<file path="config.mk">
export PLATFORM = sky130hd
export DESIGN_NAME = sliding_window_retransmit_tracker
export DESIGN_NICKNAME = d
export VERILOG_FILES = /design/src/rtl/core/swrt_pkg.sv /design/src/rtl/core/swrt_ram.sv /design/src/rtl/core/sliding_window_retransmit_tracker.sv
export VERILOG_INCLUDE_DIRS = /design/src /design/src/rtl/core
export SDC_FILE = /design/constraint.sdc
export NUM_CORES = 2
export LEC_CHECK = 0
export BUFFER_PORTS_ARGS = -buffer_cell sky130_fd_sc_hd__buf_4
export CAP_MARGIN = 20
export CORE_ASPECT_RATIO = 1.1
export CORE_MARGIN = 5
export CORE_UTILIZATION = 27
export DETAILED_ROUTE_END_ITERATION = 7
export PLACE_DENSITY = 0.4
export SLEW_MARGIN = 20
export SYNTH_ARGS = -nofsm -noshare
export SYNTH_HDL_FRONTEND = slang
export SYNTH_SLANG_ARGS = --single-unit
</file>
<file path="constraint.sdc">
create_clock -name clk -period 32.8 [get_ports clk]
set_input_delay 8.2 -clock clk [delete_from_list [all_inputs] [get_ports clk]]
set_output_delay 8.2 -clock clk [all_outputs]
set_load 0.05 [all_outputs]
</file>
<file path="src/rtl/core/sliding_window_retransmit_tracker_assert.svh">
// Assertion macros for the sliding window retransmit tracker.
// No dependencies; included by the modules that carry assertions.
`ifndef SLIDING_WINDOW_RETRANSMIT_TRACKER_ASSERT_SVH
`define SLIDING_WINDOW_RETRANSMIT_TRACKER_ASSERT_SVH
`ifndef SYNTHESIS
`define SWRT_ASSERT(label, clk, rst_n, prop, msg) \
    label: assert property (@(posedge clk) disable iff (!rst_n) prop) else $error(msg);
`define SWRT_ASSERT_NEVER(label, clk, rst_n, expr, msg) \
    label: assert property (@(posedge clk) disable iff (!rst_n) !(expr)) else $error(msg);
`else
`define SWRT_ASSERT(label, clk, rst_n, prop, msg)
`define SWRT_ASSERT_NEVER(label, clk, rst_n, expr, msg)
`endif
`endif

</file>
<file path="src/rtl/core/swrt_pkg.sv">
// Package for the sliding window retransmit tracker: action, status, register
// index and state codes and the default interval, used by the top level. No dependencies.
package swrt_pkg;
    typedef enum logic [2:0] {
        ACT_ENQUEUE = 3'd0,
        ACT_ACK     = 3'd1,
        ACT_TIMEOUT = 3'd2,
        ACT_TICK    = 3'd3,
        ACT_SCAN    = 3'd4
    } action_t;

    localparam logic [1:0] ST_OK       = 2'd0;
    localparam logic [1:0] ST_FULL     = 2'd1;
    localparam logic [1:0] ST_TRUNC    = 2'd2;
    localparam logic [1:0] ST_NOTHING  = 2'd3;

    localparam logic [1:0] REG_INTERVAL = 2'd0;
    localparam logic [1:0] REG_FIRST_SEQ = 2'd1;
    localparam logic [1:0] REG_READY_MASK = 2'd2;

    localparam logic [15:0] DEFAULT_INTERVAL = 16'd100;

    typedef enum logic [2:0] {
        S_IDLE,
        S_RD,
        S_EVAL,
        S_OUT,
        S_STATUS
    } state_t;
endpackage

</file>
<file path="src/rtl/core/swrt_ram.sv">
// Generic single-port-write, single-port-read RAM with registered read data.
// No dependencies.
module swrt_ram #(
    parameter int WIDTH = 8,
    parameter int DEPTH = 16
) (
    input  logic                     clk,
    input  logic                     we,
    input  logic [$clog2(DEPTH)-1:0] waddr,
    input  logic [WIDTH-1:0]         wdata,
    input  logic [$clog2(DEPTH)-1:0] raddr,
    output logic [WIDTH-1:0]         rdata
);
    logic [WIDTH-1:0] mem [DEPTH];

    always_ff @(posedge clk)
    begin
        if (we)
        begin
            mem[waddr] <= wdata;
        end
        rdata <= mem[raddr];
    end
endmodule

</file>
<file path="src/rtl/core/sliding_window_retransmit_tracker.sv">
// Sliding window retransmit tracker: sender side of a go-back-N window.
// Depends on swrt_pkg, swrt_ram and sliding_window_retransmit_tracker_assert.svh.
//
// One request is handled at a time. Enqueue, tick, timeout and unknown requests,
// and ack and scan requests on an empty window, go to the status state, which
// registers their status result; the next request is accepted once it is loaded.
// Ack and scan requests otherwise walk the descriptor memory from the oldest
// entry, entry by entry (memory read, then evaluate). A scan holds each sendable
// descriptor back until it knows whether another follows; when one does, the
// held descriptor is loaded as a result first. Result-side stalls can hold any
// of these.
// Sent marks and send times are kept in flip-flops per slot because they are
// cleared by timeout in one step; descriptors and payload live in memories.
module sliding_window_retransmit_tracker #(
    parameter int WINDOW_SLOTS = 16,
    parameter int MAX_PAYLOAD  = 1024,
    parameter int CONNECTIONS  = 16
) (
    input  logic        clk,
    input  logic        rst_n,
    input  logic        cfg_valid,
    output logic        cfg_ready,
    input  logic [1:0]  cfg_index,
    input  logic [31:0] cfg_data,
    input  logic        in_valid,
    output logic        in_stall,
    input  logic [2:0]  action,
    input  logic [3:0]  connection_id,
    input  logic [7:0]  payload_byte,
    input  logic        last_byte,
    input  logic [31:0] ack_sequence,
    output logic        out_valid,
    input  logic        out_stall,
    output logic        kind,
    output logic [1:0]  status,
    output logic [3:0]  slot,
    output logic [31:0] sequence_res,
    output logic [10:0] payload_length,
    output logic [3:0]  tx_connection,
    output logic [4:0]  occupancy,
    output logic        last_result
);
    import swrt_pkg::*;
    `include "sliding_window_retransmit_tracker_assert.svh"

    localparam int IW = $clog2(WINDOW_SLOTS);
    localparam int CW = $clog2(WINDOW_SLOTS + 1);
    localparam int FW = $clog2(MAX_PAYLOAD + 1);
    localparam int PW = $clog2(MAX_PAYLOAD);
    localparam int DW = 32 + FW + 4;

    state_t state_reg, state_next;

    logic [15:0] interval_reg;
    logic [15:0] mask_reg;
    logic [31:0] next_seq_reg;
    logic [31:0] clock_reg;
    logic [IW-1:0] head_reg, tail_reg;
    logic [CW-1:0] count_reg;
    logic [FW-1:0] fill_reg;
    logic [WINDOW_SLOTS-1:0] sent_reg;
    logic [31:0] last_sent_reg [WINDOW_SLOTS];

    logic [2:0]  act_reg;
    logic [31:0] ack_reg;
    logic [1:0]  stat_reg;
    logic [CW-1:0] walk_reg;
    logic [IW-1:0] idx_reg;
    logic        any_sent_reg;
    logic        more_reg;

    logic        o_valid_reg;
    logic        o_kind_reg;
    logic [1:0]  o_status_reg;
    logic [3:0]  o_slot_reg;
    logic [31:0] o_seq_reg;
    logic [10:0] o_len_reg;
    logic [3:0]  o_conn_reg;
    logic [4:0]  o_occ_reg;
    logic        o_last_reg;

    logic [IW-1:0] o_slot_reg_hold;
    logic [31:0]   o_seq_hold;
    logic [10:0]   o_len_hold;
    logic [3:0]    o_conn_hold;

    // Descriptor memory: sequence, length and connection of each slot.
    logic          d_we;
    logic [IW-1:0] d_waddr;
    logic [DW-1:0] d_wdata, d_rdata;
    logic [31:0]   rd_seq;
    logic [FW-1:0] rd_len;
    logic [3:0]    rd_conn;

    swrt_ram #(.WIDTH(DW), .DEPTH(WINDOW_SLOTS)) u_desc (
        .clk   (clk),
        .we    (d_we),
        .waddr (d_waddr),
        .wdata (d_wdata),
        .raddr (idx_reg),
        .rdata (d_rdata)
    );

    assign rd_seq  = d_rdata[DW-1 -: 32];
    assign rd_len  = d_rdata[4 +: FW];
    assign rd_conn = d_rdata[3:0];

    // Payload store; the payload is never read out here, only stored.
    logic [IW+PW-1:0] p_addr;
    logic [7:0] p_rdata;
    logic       p_we;

    swrt_ram #(.WIDTH(8), .DEPTH(WINDOW_SLOTS * MAX_PAYLOAD)) u_payload (
        .clk   (clk),
        .we    (p_we),
        .waddr (p_addr),
        .wdata (payload_byte),
        .raddr (p_addr),
        .rdata (p_rdata)
    );

    logic in_acc, cfg_acc, out_acc;
    logic full, room;
    logic conn_ok, sendable;
    logic o_load;

    assign cfg_ready = 1'b1;
    assign cfg_acc   = cfg_valid;
    assign in_stall  = (state_reg != S_IDLE);
    assign in_acc    = in_valid && !in_stall;
    assign out_acc   = o_valid_reg && !out_stall;
    assign o_load    = ((state_reg == S_OUT) || (state_reg == S_STATUS))
                       && (!o_valid_reg || out_acc);
    assign full      = (count_reg == CW'(WINDOW_SLOTS));
    assign room      = (fill_reg < FW'(MAX_PAYLOAD));
    assign p_we      = in_acc && (action == ACT_ENQUEUE) && !full && room;
    assign p_addr    = {head_reg, fill_reg[PW-1:0]};

    assign d_we    = p_we ? last_byte : (in_acc && action == ACT_ENQUEUE && !full && last_byte);
    assign d_waddr = head_reg;
    assign d_wdata = {next_seq_reg, (room ? fill_reg + FW'(1) : fill_reg), connection_id};

    assign conn_ok  = (32'(rd_conn) < 32'(CONNECTIONS)) && mask_reg[rd_conn];
    assign sendable = conn_ok && !(sent_reg[idx_reg] && last_sent_reg[idx_reg] != 32'd0
                      && (clock_reg - last_sent_reg[idx_reg]) < {16'd0, interval_reg});

    // Next-state logic.
    always_comb
    begin
        state_next = state_reg;
        unique case (state_reg)
            S_IDLE:
            begin
                if (in_acc)
                begin
                    if (action == ACT_ACK || action == ACT_SCAN)
                    begin
                        state_next = (count_reg != '0) ? S_RD : S_STATUS;
                    end
                    else
                    begin
                        state_next = S_STATUS;
                    end
                end
            end
            S_RD:
            begin
                state_next = S_EVAL;
            end
            S_EVAL:
            begin
                if (act_reg == ACT_ACK)
                begin
                    if (rd_seq <= ack_reg && count_reg > CW'(1))
                        state_next = S_RD;
                    else
                        state_next = S_STATUS;
                end
                else if (sendable && any_sent_reg)
                begin
                    state_next = S_OUT;
                end
                else if (walk_reg > CW'(1))
                begin
                    state_next = S_RD;
                end
                else if (sendable || any_sent_reg)
                begin
                    state_next = S_OUT;
                end
                else
                begin
                    state_next = S_STATUS;
                end
            end
            S_OUT:
            begin
                if (!o_valid_reg || out_acc)
                    state_next = more_reg ? S_EVAL : S_IDLE;
            end
            S_STATUS:
            begin
                if (!o_valid_reg || out_acc)
                    state_next = S_IDLE;
            end
            default:
            begin
                state_next = S_IDLE;
            end
        endcase
    end

    always_ff @(posedge clk or negedge rst_n)
    begin
        if (!rst_n)
        begin
            state_reg    <= S_IDLE;
            interval_reg <= DEFAULT_INTERVAL;
            mask_reg     <= '0;
            next_seq_reg <= '0;
            clock_reg    <= '0;
            head_reg     <= '0;
            tail_reg     <= '0;
            count_reg    <= '0;
            fill_reg     <= '0;
            sent_reg     <= '0;
            o_valid_reg  <= 1'b0;
            any_sent_reg <= 1'b0;
            more_reg     <= 1'b0;
            for (int i = 0; i < WINDOW_SLOTS; i++)
            begin
                last_sent_reg[i] <= '0;
            end
        end
        else
        begin
            state_reg <= state_next;
            if (o_load)
                o_valid_reg <= 1'b1;
            else if (out_acc)
                o_valid_reg <= 1'b0;

            if (cfg_acc)
            begin
                unique case (cfg_index)
                    REG_INTERVAL:   interval_reg <= cfg_data[15:0];
                    REG_FIRST_SEQ:  next_seq_reg <= cfg_data;
                    REG_READY_MASK: mask_reg <= cfg_data[15:0];
                    default:        ;
                endcase
            end

            unique case (state_reg)
                S_IDLE:
                begin
                    if (in_acc)
                    begin
                        act_reg      <= action;
                        ack_reg      <= ack_sequence;
                        idx_reg      <= tail_reg;
                        walk_reg     <= count_reg;
                        any_sent_reg <= 1'b0;
                        case (action)
                            ACT_ENQUEUE:
                            begin
                                if (full)
                                begin
                                    stat_reg <= ST_FULL;
                                    if (last_byte)
                                        fill_reg <= '0;
                                end
                                else
                                begin
                                    stat_reg <= room ? ST_OK : ST_TRUNC;
                                    if (last_byte)
                                    begin
                                        next_seq_reg <= next_seq_reg + 32'd1;
                                        last_sent_reg[head_reg] <= '0;
                                        sent_reg[head_reg] <= 1'b0;
                                        head_reg <= (head_reg == IW'(WINDOW_SLOTS - 1))
                                                    ? '0 : head_reg + IW'(1);
                                        count_reg <= count_reg + CW'(1);
                                        fill_reg <= '0;
                                    end
                                    else if (room)
                                    begin
                                        fill_reg <= fill_reg + FW'(1);
                                    end
                                end
                            end
                            ACT_TIMEOUT:
                            begin
                                stat_reg <= ST_OK;
                                sent_reg <= '0;
                                for (int i = 0; i < WINDOW_SLOTS; i++)
                                begin
                                    last_sent_reg[i] <= '0;
                                end
                            end
                            ACT_TICK:
                            begin
                                stat_reg <= ST_OK;
                                clock_reg <= clock_reg + 32'd1;
                            end
                            ACT_SCAN:
                            begin
                                stat_reg <= (count_reg == '0) ? ST_NOTHING : ST_OK;
                            end
                            default:
                            begin
                                stat_reg <= ST_OK;
                            end
                        endcase
                    end
                end
                S_RD:
                begin
                end
                S_EVAL:
                begin
                    if (act_reg == ACT_ACK)
                    begin
                        if (rd_seq <= ack_reg)
                        begin
                            last_sent_reg[idx_reg] <= '0;
                            sent_reg[idx_reg] <= 1'b0;
                            tail_reg <= (tail_reg == IW'(WINDOW_SLOTS - 1))
                                        ? '0 : tail_reg + IW'(1);
                            idx_reg <= (idx_reg == IW'(WINDOW_SLOTS - 1))
                                       ? '0 : idx_reg + IW'(1);
                            count_reg <= count_reg - CW'(1);
                        end
                    end
                    else if (sendable && any_sent_reg)
                    begin
                        // Another descriptor follows, so the held one goes out
                        // first; this entry is evaluated again afterwards.
                        more_reg <= 1'b1;
                    end
                    else
                    begin
                        if (sendable)
                        begin
                            last_sent_reg[idx_reg] <= clock_reg;
                            sent_reg[idx_reg] <= 1'b1;
                            any_sent_reg <= 1'b1;
                            o_slot_reg_hold <= idx_reg;
                            o_seq_hold <= rd_seq;
                            o_len_hold <= 11'(rd_len);
                            o_conn_hold <= rd_conn;
                        end
                        else if (walk_reg <= CW'(1) && !any_sent_reg)
                        begin
                            stat_reg <= ST_NOTHING;
                        end
                        more_reg <= 1'b0;
                        walk_reg <= walk_reg - CW'(1);
                        idx_reg <= (idx_reg == IW'(WINDOW_SLOTS - 1))
                                   ? '0 : idx_reg + IW'(1);
                    end
                end
                S_OUT:
                begin
                    if (o_load)
                    begin
                        o_kind_reg   <= 1'b1;
                        o_status_reg <= ST_OK;
                        o_slot_reg   <= 4'(o_slot_reg_hold);
                        o_seq_reg    <= o_seq_hold;
                        o_len_reg    <= o_len_hold;
                        o_conn_reg   <= o_conn_hold;
                        o_occ_reg    <= 5'(count_reg);
                        o_last_reg   <= !more_reg;
                        any_sent_reg <= 1'b0;
                    end
                end
                S_STATUS:
                begin
                    if (o_load)
                    begin
                        o_kind_reg   <= 1'b0;
                        o_status_reg <= stat_reg;
                        o_slot_reg   <= '0;
                        o_seq_reg    <= '0;
                        o_len_reg    <= '0;
                        o_conn_reg   <= '0;
                        o_occ_reg    <= 5'(count_reg);
                        o_last_reg   <= 1'b1;
                    end
                end
                default:
                begin
                end
            endcase
        end
    end

    // The payload memory is write-only here; its read data is left unused.
    logic unused_rdata;
    assign unused_rdata = ^p_rdata;

    assign out_valid      = o_valid_reg;
    assign kind           = o_kind_reg;
    assign status         = o_status_reg;
    assign slot           = o_slot_reg;
    assign sequence_res   = o_seq_reg;
    assign payload_length = o_len_reg;
    assign tx_connection  = o_conn_reg;
    assign occupancy      = o_occ_reg;
    assign last_result    = o_last_reg;

    `SWRT_ASSERT(a_count_range, clk, rst_n, count_reg <= CW'(WINDOW_SLOTS),
        "window occupancy beyond the slot count")
    `SWRT_ASSERT(a_stall_busy, clk, rst_n, (state_reg != S_IDLE) |-> in_stall,
        "request accepted while a walk is in progress")
    `SWRT_ASSERT_NEVER(a_fill_range, clk, rst_n, fill_reg > FW'(MAX_PAYLOAD),
        "fill offset beyond maximum payload")
    `SWRT_ASSERT(a_hold_out, clk, rst_n, (o_valid_reg && out_stall) |=> o_valid_reg,
        "result dropped while stalled")
endmodule
</file>
Word level (Yosys, flattened, before mapping). Memories as Yosys holds them, arrays and structs flattened. A register that Yosys moved wholly into a read port is not among the register bits. Index checks and enable logic that the tools add are counted.

Add/subtract/negate cells: 10. $lt $le $gt $ge: 15. Eq/ne operators: 37. Muxes and demuxes: 116. Bitwise gates (word level): 14. Reductions and logical operators: 58.

Operator list (number): 512-bit two-way mux (7); 512-bit case mux with 2 select lines (2); 512-bit bitwise AND (2); 512-bit NOT (2); 512-bit bitwise mux (1); 32-bit two-way mux (13); 32-bit demux with 4-bit select (2); 32-bit binary-select mux with 4-bit select (1); 16-bit two-way mux (7); 11-bit two-way mux (6); 32-bit by 1-bit adder with 32-bit output (second input constant) (2); 16-bit case mux with 2 select lines (2); 32-bit case mux with 2 select lines (1); 5-bit two-way mux (9); 4-bit two-way mux (10); 16-bit bitwise AND (2); 32-bit <= comparator (1); 32-bit by 16-bit less-than comparator with 1-bit output (1); 16-bit NOT (2); 32-bit nonzero test (1); 32-bit subtractor (1); 3-bit two-way mux (10); 2-bit inequality test (second input constant) (14); 4-bit case mux with 2 select lines (3); 51 further kinds (148).

Register bits after elaboration: 811. Memory bits (writable): 752. Input bits: 87. Output and inout port bits: 63. Logic and storage cells: 297. Memories kept: 1.

Memories: u_desc.mem (words 16, width 47, read ports 1, clocked after Yosys merged registers in 1, write ports 1, RTL line swrt_ram.sv:14) `logic [WIDTH-1:0] mem [DEPTH];`.

Longest topological paths before layout.
Depth after elaboration: 15. Mapped depth: 29. Depth with buffers taken out: 23.

By module. Synthesis repeated with hierarchy kept, for this count alone.

Cell total of the unflattened synthesis: 4292. Area, all modules: 67679.9 um2.

Modules (own cells, without submodules): sliding_window_retransmit_tracker (instances 1, cells an instance 3075, area each 38549.5 um2, seq. area each 21084.0 um2); swrt_ram (instances 1, cells an instance 1217, area each 29130.4 um2, seq. area each 23522.6 um2).

Least setup slack after synthesis. No wires, ideal clock.

Kind: input port to flip-flop. Start: in rst_n. End: reg o_conn_hold[0], enable pin. Library setup time: 0.588 ns. Arrival time: 13.176 ns. Slack: 19.035 ns. Stages on the path: 2. Buffers on the path: 0. Path through: inv_1 nor4_1.

Word-level cells in the longest chain between the ends: 1.

Ends and longest elaborated chain: start, declared (RTL line sliding_window_retransmit_tracker.sv:20) `input logic rst_n,`; 5-bit AND reduction (no source line); end signal, assigned (RTL line sliding_window_retransmit_tracker.sv:350) `o_conn_hold <= rd_conn;`; end, declared (RTL line sliding_window_retransmit_tracker.sv:85) `logic [3:0] o_conn_hold;`.

No other way between the ends. A chain may end at the register's enable or synchronous reset.

Worst setup path in the final report.
Start: in action[0]. End: mem u_desc.mem[14][18] in the netlist's numbering, enable pin.

Word-level cells in the longest chain between the ends: 7.

Ends and longest elaborated chain: start, declared (RTL line sliding_window_retransmit_tracker.sv:27) `input logic [2:0] action,`; 3-bit zero test (*) (RTL line sliding_window_retransmit_tracker.sv:136, sliding_window_retransmit_tracker.sv:139); 1-bit logical AND (*) (2 in series) (RTL line sliding_window_retransmit_tracker.sv:136, sliding_window_retransmit_tracker.sv:139); 1-bit logical AND (on tied branches) (RTL line sliding_window_retransmit_tracker.sv:139, sliding_window_retransmit_tracker.sv:136); 1-bit two-way mux (*) (RTL line sliding_window_retransmit_tracker.sv:139) `assign d_we = p_we ? last_byte : (in_acc && action == ACT_ENQUEUE && !full && last_byte);`; 1-bit two-way mux (*) (RTL line swrt_ram.sv:18) `if (we)`; 1-bit two-way mux (not written as such) (*) (RTL line swrt_ram.sv:20) `mem[waddr] <= wdata;`; end, declared (RTL line swrt_ram.sv:14).

Every way passes the cells marked *; elsewhere a longest branch is shown, timed or not.

==> results.sh <==
export IMPL_crit_fanout=24
export IMPL_first_global_vias=41700
export IMPL_synth_cells=4348
export IMPL_gp_congestion=0.778
export IMPL_final_util_pct=31.6
export IMPL_ys_seq_elements=1610
export IMPL_slew_viol_final=0
export IMPL_leakagePower_nw=29.7
export IMPL_drive_gt1_share_pct=21.5
export IMPL_holdWs_ns=0.355
export IMPL_die_area_sq_um=263000
export IMPL_port_buffers=140
export IMPL_synth_top_family_by_area="multiplexers"
export IMPL_post_place_ws_ns=20.96
export IMPL_setup_viol=0
export IMPL_ys_types=78
export IMPL_worst_setup_path_type="in2reg"
export IMPL_dpl_cell_count=7582
export IMPL_fin_crit_ns=10.89
export IMPL_reg2reg_slack_ns=23.45
export IMPL_syn_to_final_growth_pct=16.5
export IMPL_wire_per_inst_um=27.4
export IMPL_synth_ff_type="edfxtp_1"
export IMPL_status="complete, no violations"
export IMPL_worst_slew_pin_slew_ns=1.16
export IMPL_min_path_type="reg2reg"
export IMPL_yosysTopAreaCell="edfxtp_1"
export IMPL_synth_edf_count=909
export IMPL_end_kind="flip-flop"
export IMPL_htree_levels=4
export IMPL_final_hold_viol_count=0
export IMPL_first_pass_iters=8
export IMPL_place_area_sq_um=73300
export IMPL_setup_ws_ns=21.91
export IMPL_cts_clk_slew_worst_paths_ns=0.06
export IMPL_ant_nets=0
export IMPL_synth_area_sq_um=68300
export IMPL_cts_buffers=184
export IMPL_arrival_ns=11.37
export IMPL_crit_required_ns=33.28
export IMPL_grt_overflow=0
export IMPL_clockBufferDepth=3
export IMPL_final_cell_mix="909 x edfxtp_1, 651 x dfrtp_1, 405 x a22o_1, 371 x mux4_2, 242 x inv_1"
export IMPL_skew_ns=0.101
export IMPL_critPathLaunchType="input pin"
export IMPL_fin_tns_setup_ns=0
export IMPL_ys_async_sr_fraction_pct=40.6
export IMPL_yosys_area_share_xor_xnor_pct=0.975
export IMPL_grt_max_degree=153
export IMPL_final_area_sq_um=79600
export IMPL_clkSinkCount=1610
export IMPL_coreArea_sq_um=252000
export IMPL_muxShareOfSynthArea_pct=12.7
export IMPL_final_common_cell="edfxtp_1"
export IMPL_ys_top_cells_by_area="edfxtp_1 40%, dfrtp_1 24%, mux4_2 12%, a22o_1 5.2%, o2bb2ai_1 2.1%"
export IMPL_start_util_pct=27.1
export IMPL_postSynthNetCount=4533
export IMPL_antenna_found_initial=14
export IMPL_maxCapViolCount=0
export IMPL_viasPerCell=5.01
export IMPL_layout_cells_non_filler=7933
export IMPL_cts_setup_buffers=0
export IMPL_grt_pass1_wl_um=313000
export IMPL_cts_repair_resized=0
export IMPL_clock_latency_ns=0.86
export IMPL_peakVddDrop_mv=0.0432
export IMPL_synth_compound_area_share_pct=11.0
export IMPL_grt_usage_pct=16.4
export IMPL_synthSimpleGateAreaFrac_pct=4.74
export IMPL_fmax_mhz=91.8
export IMPL_slew_headroom_pct=22.4
export IMPL_syn_area_per_cell_sq_um=15.7
export IMPL_die_x_um=489
export IMPL_rsz0062_at_grt="false"
export IMPL_die_y_um=537
export IMPL_synthAdderAreaFrac_pct=1.81
export IMPL_cts_tree="built"
export IMPL_ctsHoldBuffers=0
export IMPL_finalPower_mw=6.11
export IMPL_wl_um=217000
export IMPL_root_buffer="clkbuf_16"
export IMPL_ys_seq_area_share_pct=65.3
export IMPL_vias=39700
export IMPL_rows=193
export IMPL_initialDrtViolationCount=3215
export IMPL_dp_final_hpwl_um=123000
export IMPL_ys_warnings_count=0
export IMPL_largest_register_ffs=752
export IMPL_powerDensity_nw_per_um2=76.8
export IMPL_synth_top_area_share_pct=40.0
export IMPL_drc=0
export IMPL_nets=4638
export IMPL_num_io_pins=150
export IMPL_fin_crit_sh_pct=33.2
==> logic make-up after synthesis <==
logic type,after synthesis
AOI/OAI and AO/OA,943
xor gates and xnor gates,76
adders and majority gates,98
buffers and inverters,568
DFF,1610
muxes,397
other,1
and+or+nand+nor,655
==> report_power, final <==
| group | switching [mW] | total (mW) | internal (mW) |
|---|---|---|---|
| clock network | 0.885 | 2.11 | 1.23 |
| logic | 0.891 | 1.42 | 0.526 |
| registers | 0.184 | 2.58 | 2.40 |
| total | 1.96 | 6.11 | 4.15 |
==> path summary, 6_finish.rpt <==
check,from,end,cells after the start
worst max register to register,idx_reg[0]$_DFFE_PP_,o_seq_hold[0]$_DFFE_PP_,27
worst min register to register,u_desc.rdata[6]$_DFF_P_,o_len_hold[2]$_DFFE_PP_,0
worst max-delay path,action[0],u_desc.mem[14][18]$_DFFE_PP_,6
min in group asynchronous,rst_n,last_sent_reg[268]$_DFFE_PN0P_,1
max in group asynchronous,rst_n,last_sent_reg[281]$_DFFE_PN0P_,3
worst min-delay path,u_desc.rdata[6]$_DFF_P_,o_len_hold[2]$_DFFE_PP_,0
==> area by class of cell <==
cell class / count / area, sq um
fill: 24600 / 172000
inverter: 242 / 908
sequential: 1610 / 44600
clock buffer: 268 / 5220
timing repair buffer: 245 / 1910
clock inverter: 77 / 1050
tap: 3315 / 4150
multi-input combinational: 2170 / 21700
antenna: 6 / 15.0
==> layer usage <==
metal	up-vias	routed length [um]	track usage, %	part of all wire, %
li1	17100	-	-	-
met1	21300	95200	21.9	44
met2	968	107000	27.6	49
met3	307	8720	2.49	4.0
met4	6	6050	4.79	2.8
met5	-	34	0	0.016
==> cell usage after synthesis (all sizes together), types with 6 or more instances <==
| library cell | instances |
|---|---|
| mux2i | 6 |
| nand2b | 15 |
| clkbuf | 202 |
| a22oi | 15 |
| a211oi | 34 |
| and2 | 61 |
| a21oi | 97 |
| xnor2 | 51 |
| mux2 | 20 |
| edfxtp | 909 |
| nand4 | 40 |
| nor4 | 12 |
| nor2b | 13 |
| a21o | 34 |
| inv | 242 |
| a2111oi | 9 |
| or3 | 11 |
| xor2 | 25 |
| a31oi | 10 |
| o22ai | 9 |
| a22o | 405 |
| nor3 | 31 |
| o21a | 8 |
| ha | 97 |
| buf | 124 |
| nand2 | 203 |
| and4 | 7 |
| o21ai | 89 |
| and3 | 47 |
| a311oi | 9 |
| o211ai | 14 |
| a211o | 6 |
| o2bb2ai | 164 |
| dfxtp | 47 |
| dfrtp | 651 |
| mux4 | 371 |
| nand3 | 54 |
| nor2 | 142 |
==> critical path, stage by stage <==
cell and delay (ns):
buf_4 0.14, nor4_2 0.84, nand2_1 0.21, nor2_4 0.54, and3_4 0.73, buf_4 0.62
Note: power is estimated with default switching activity, not from simulation.
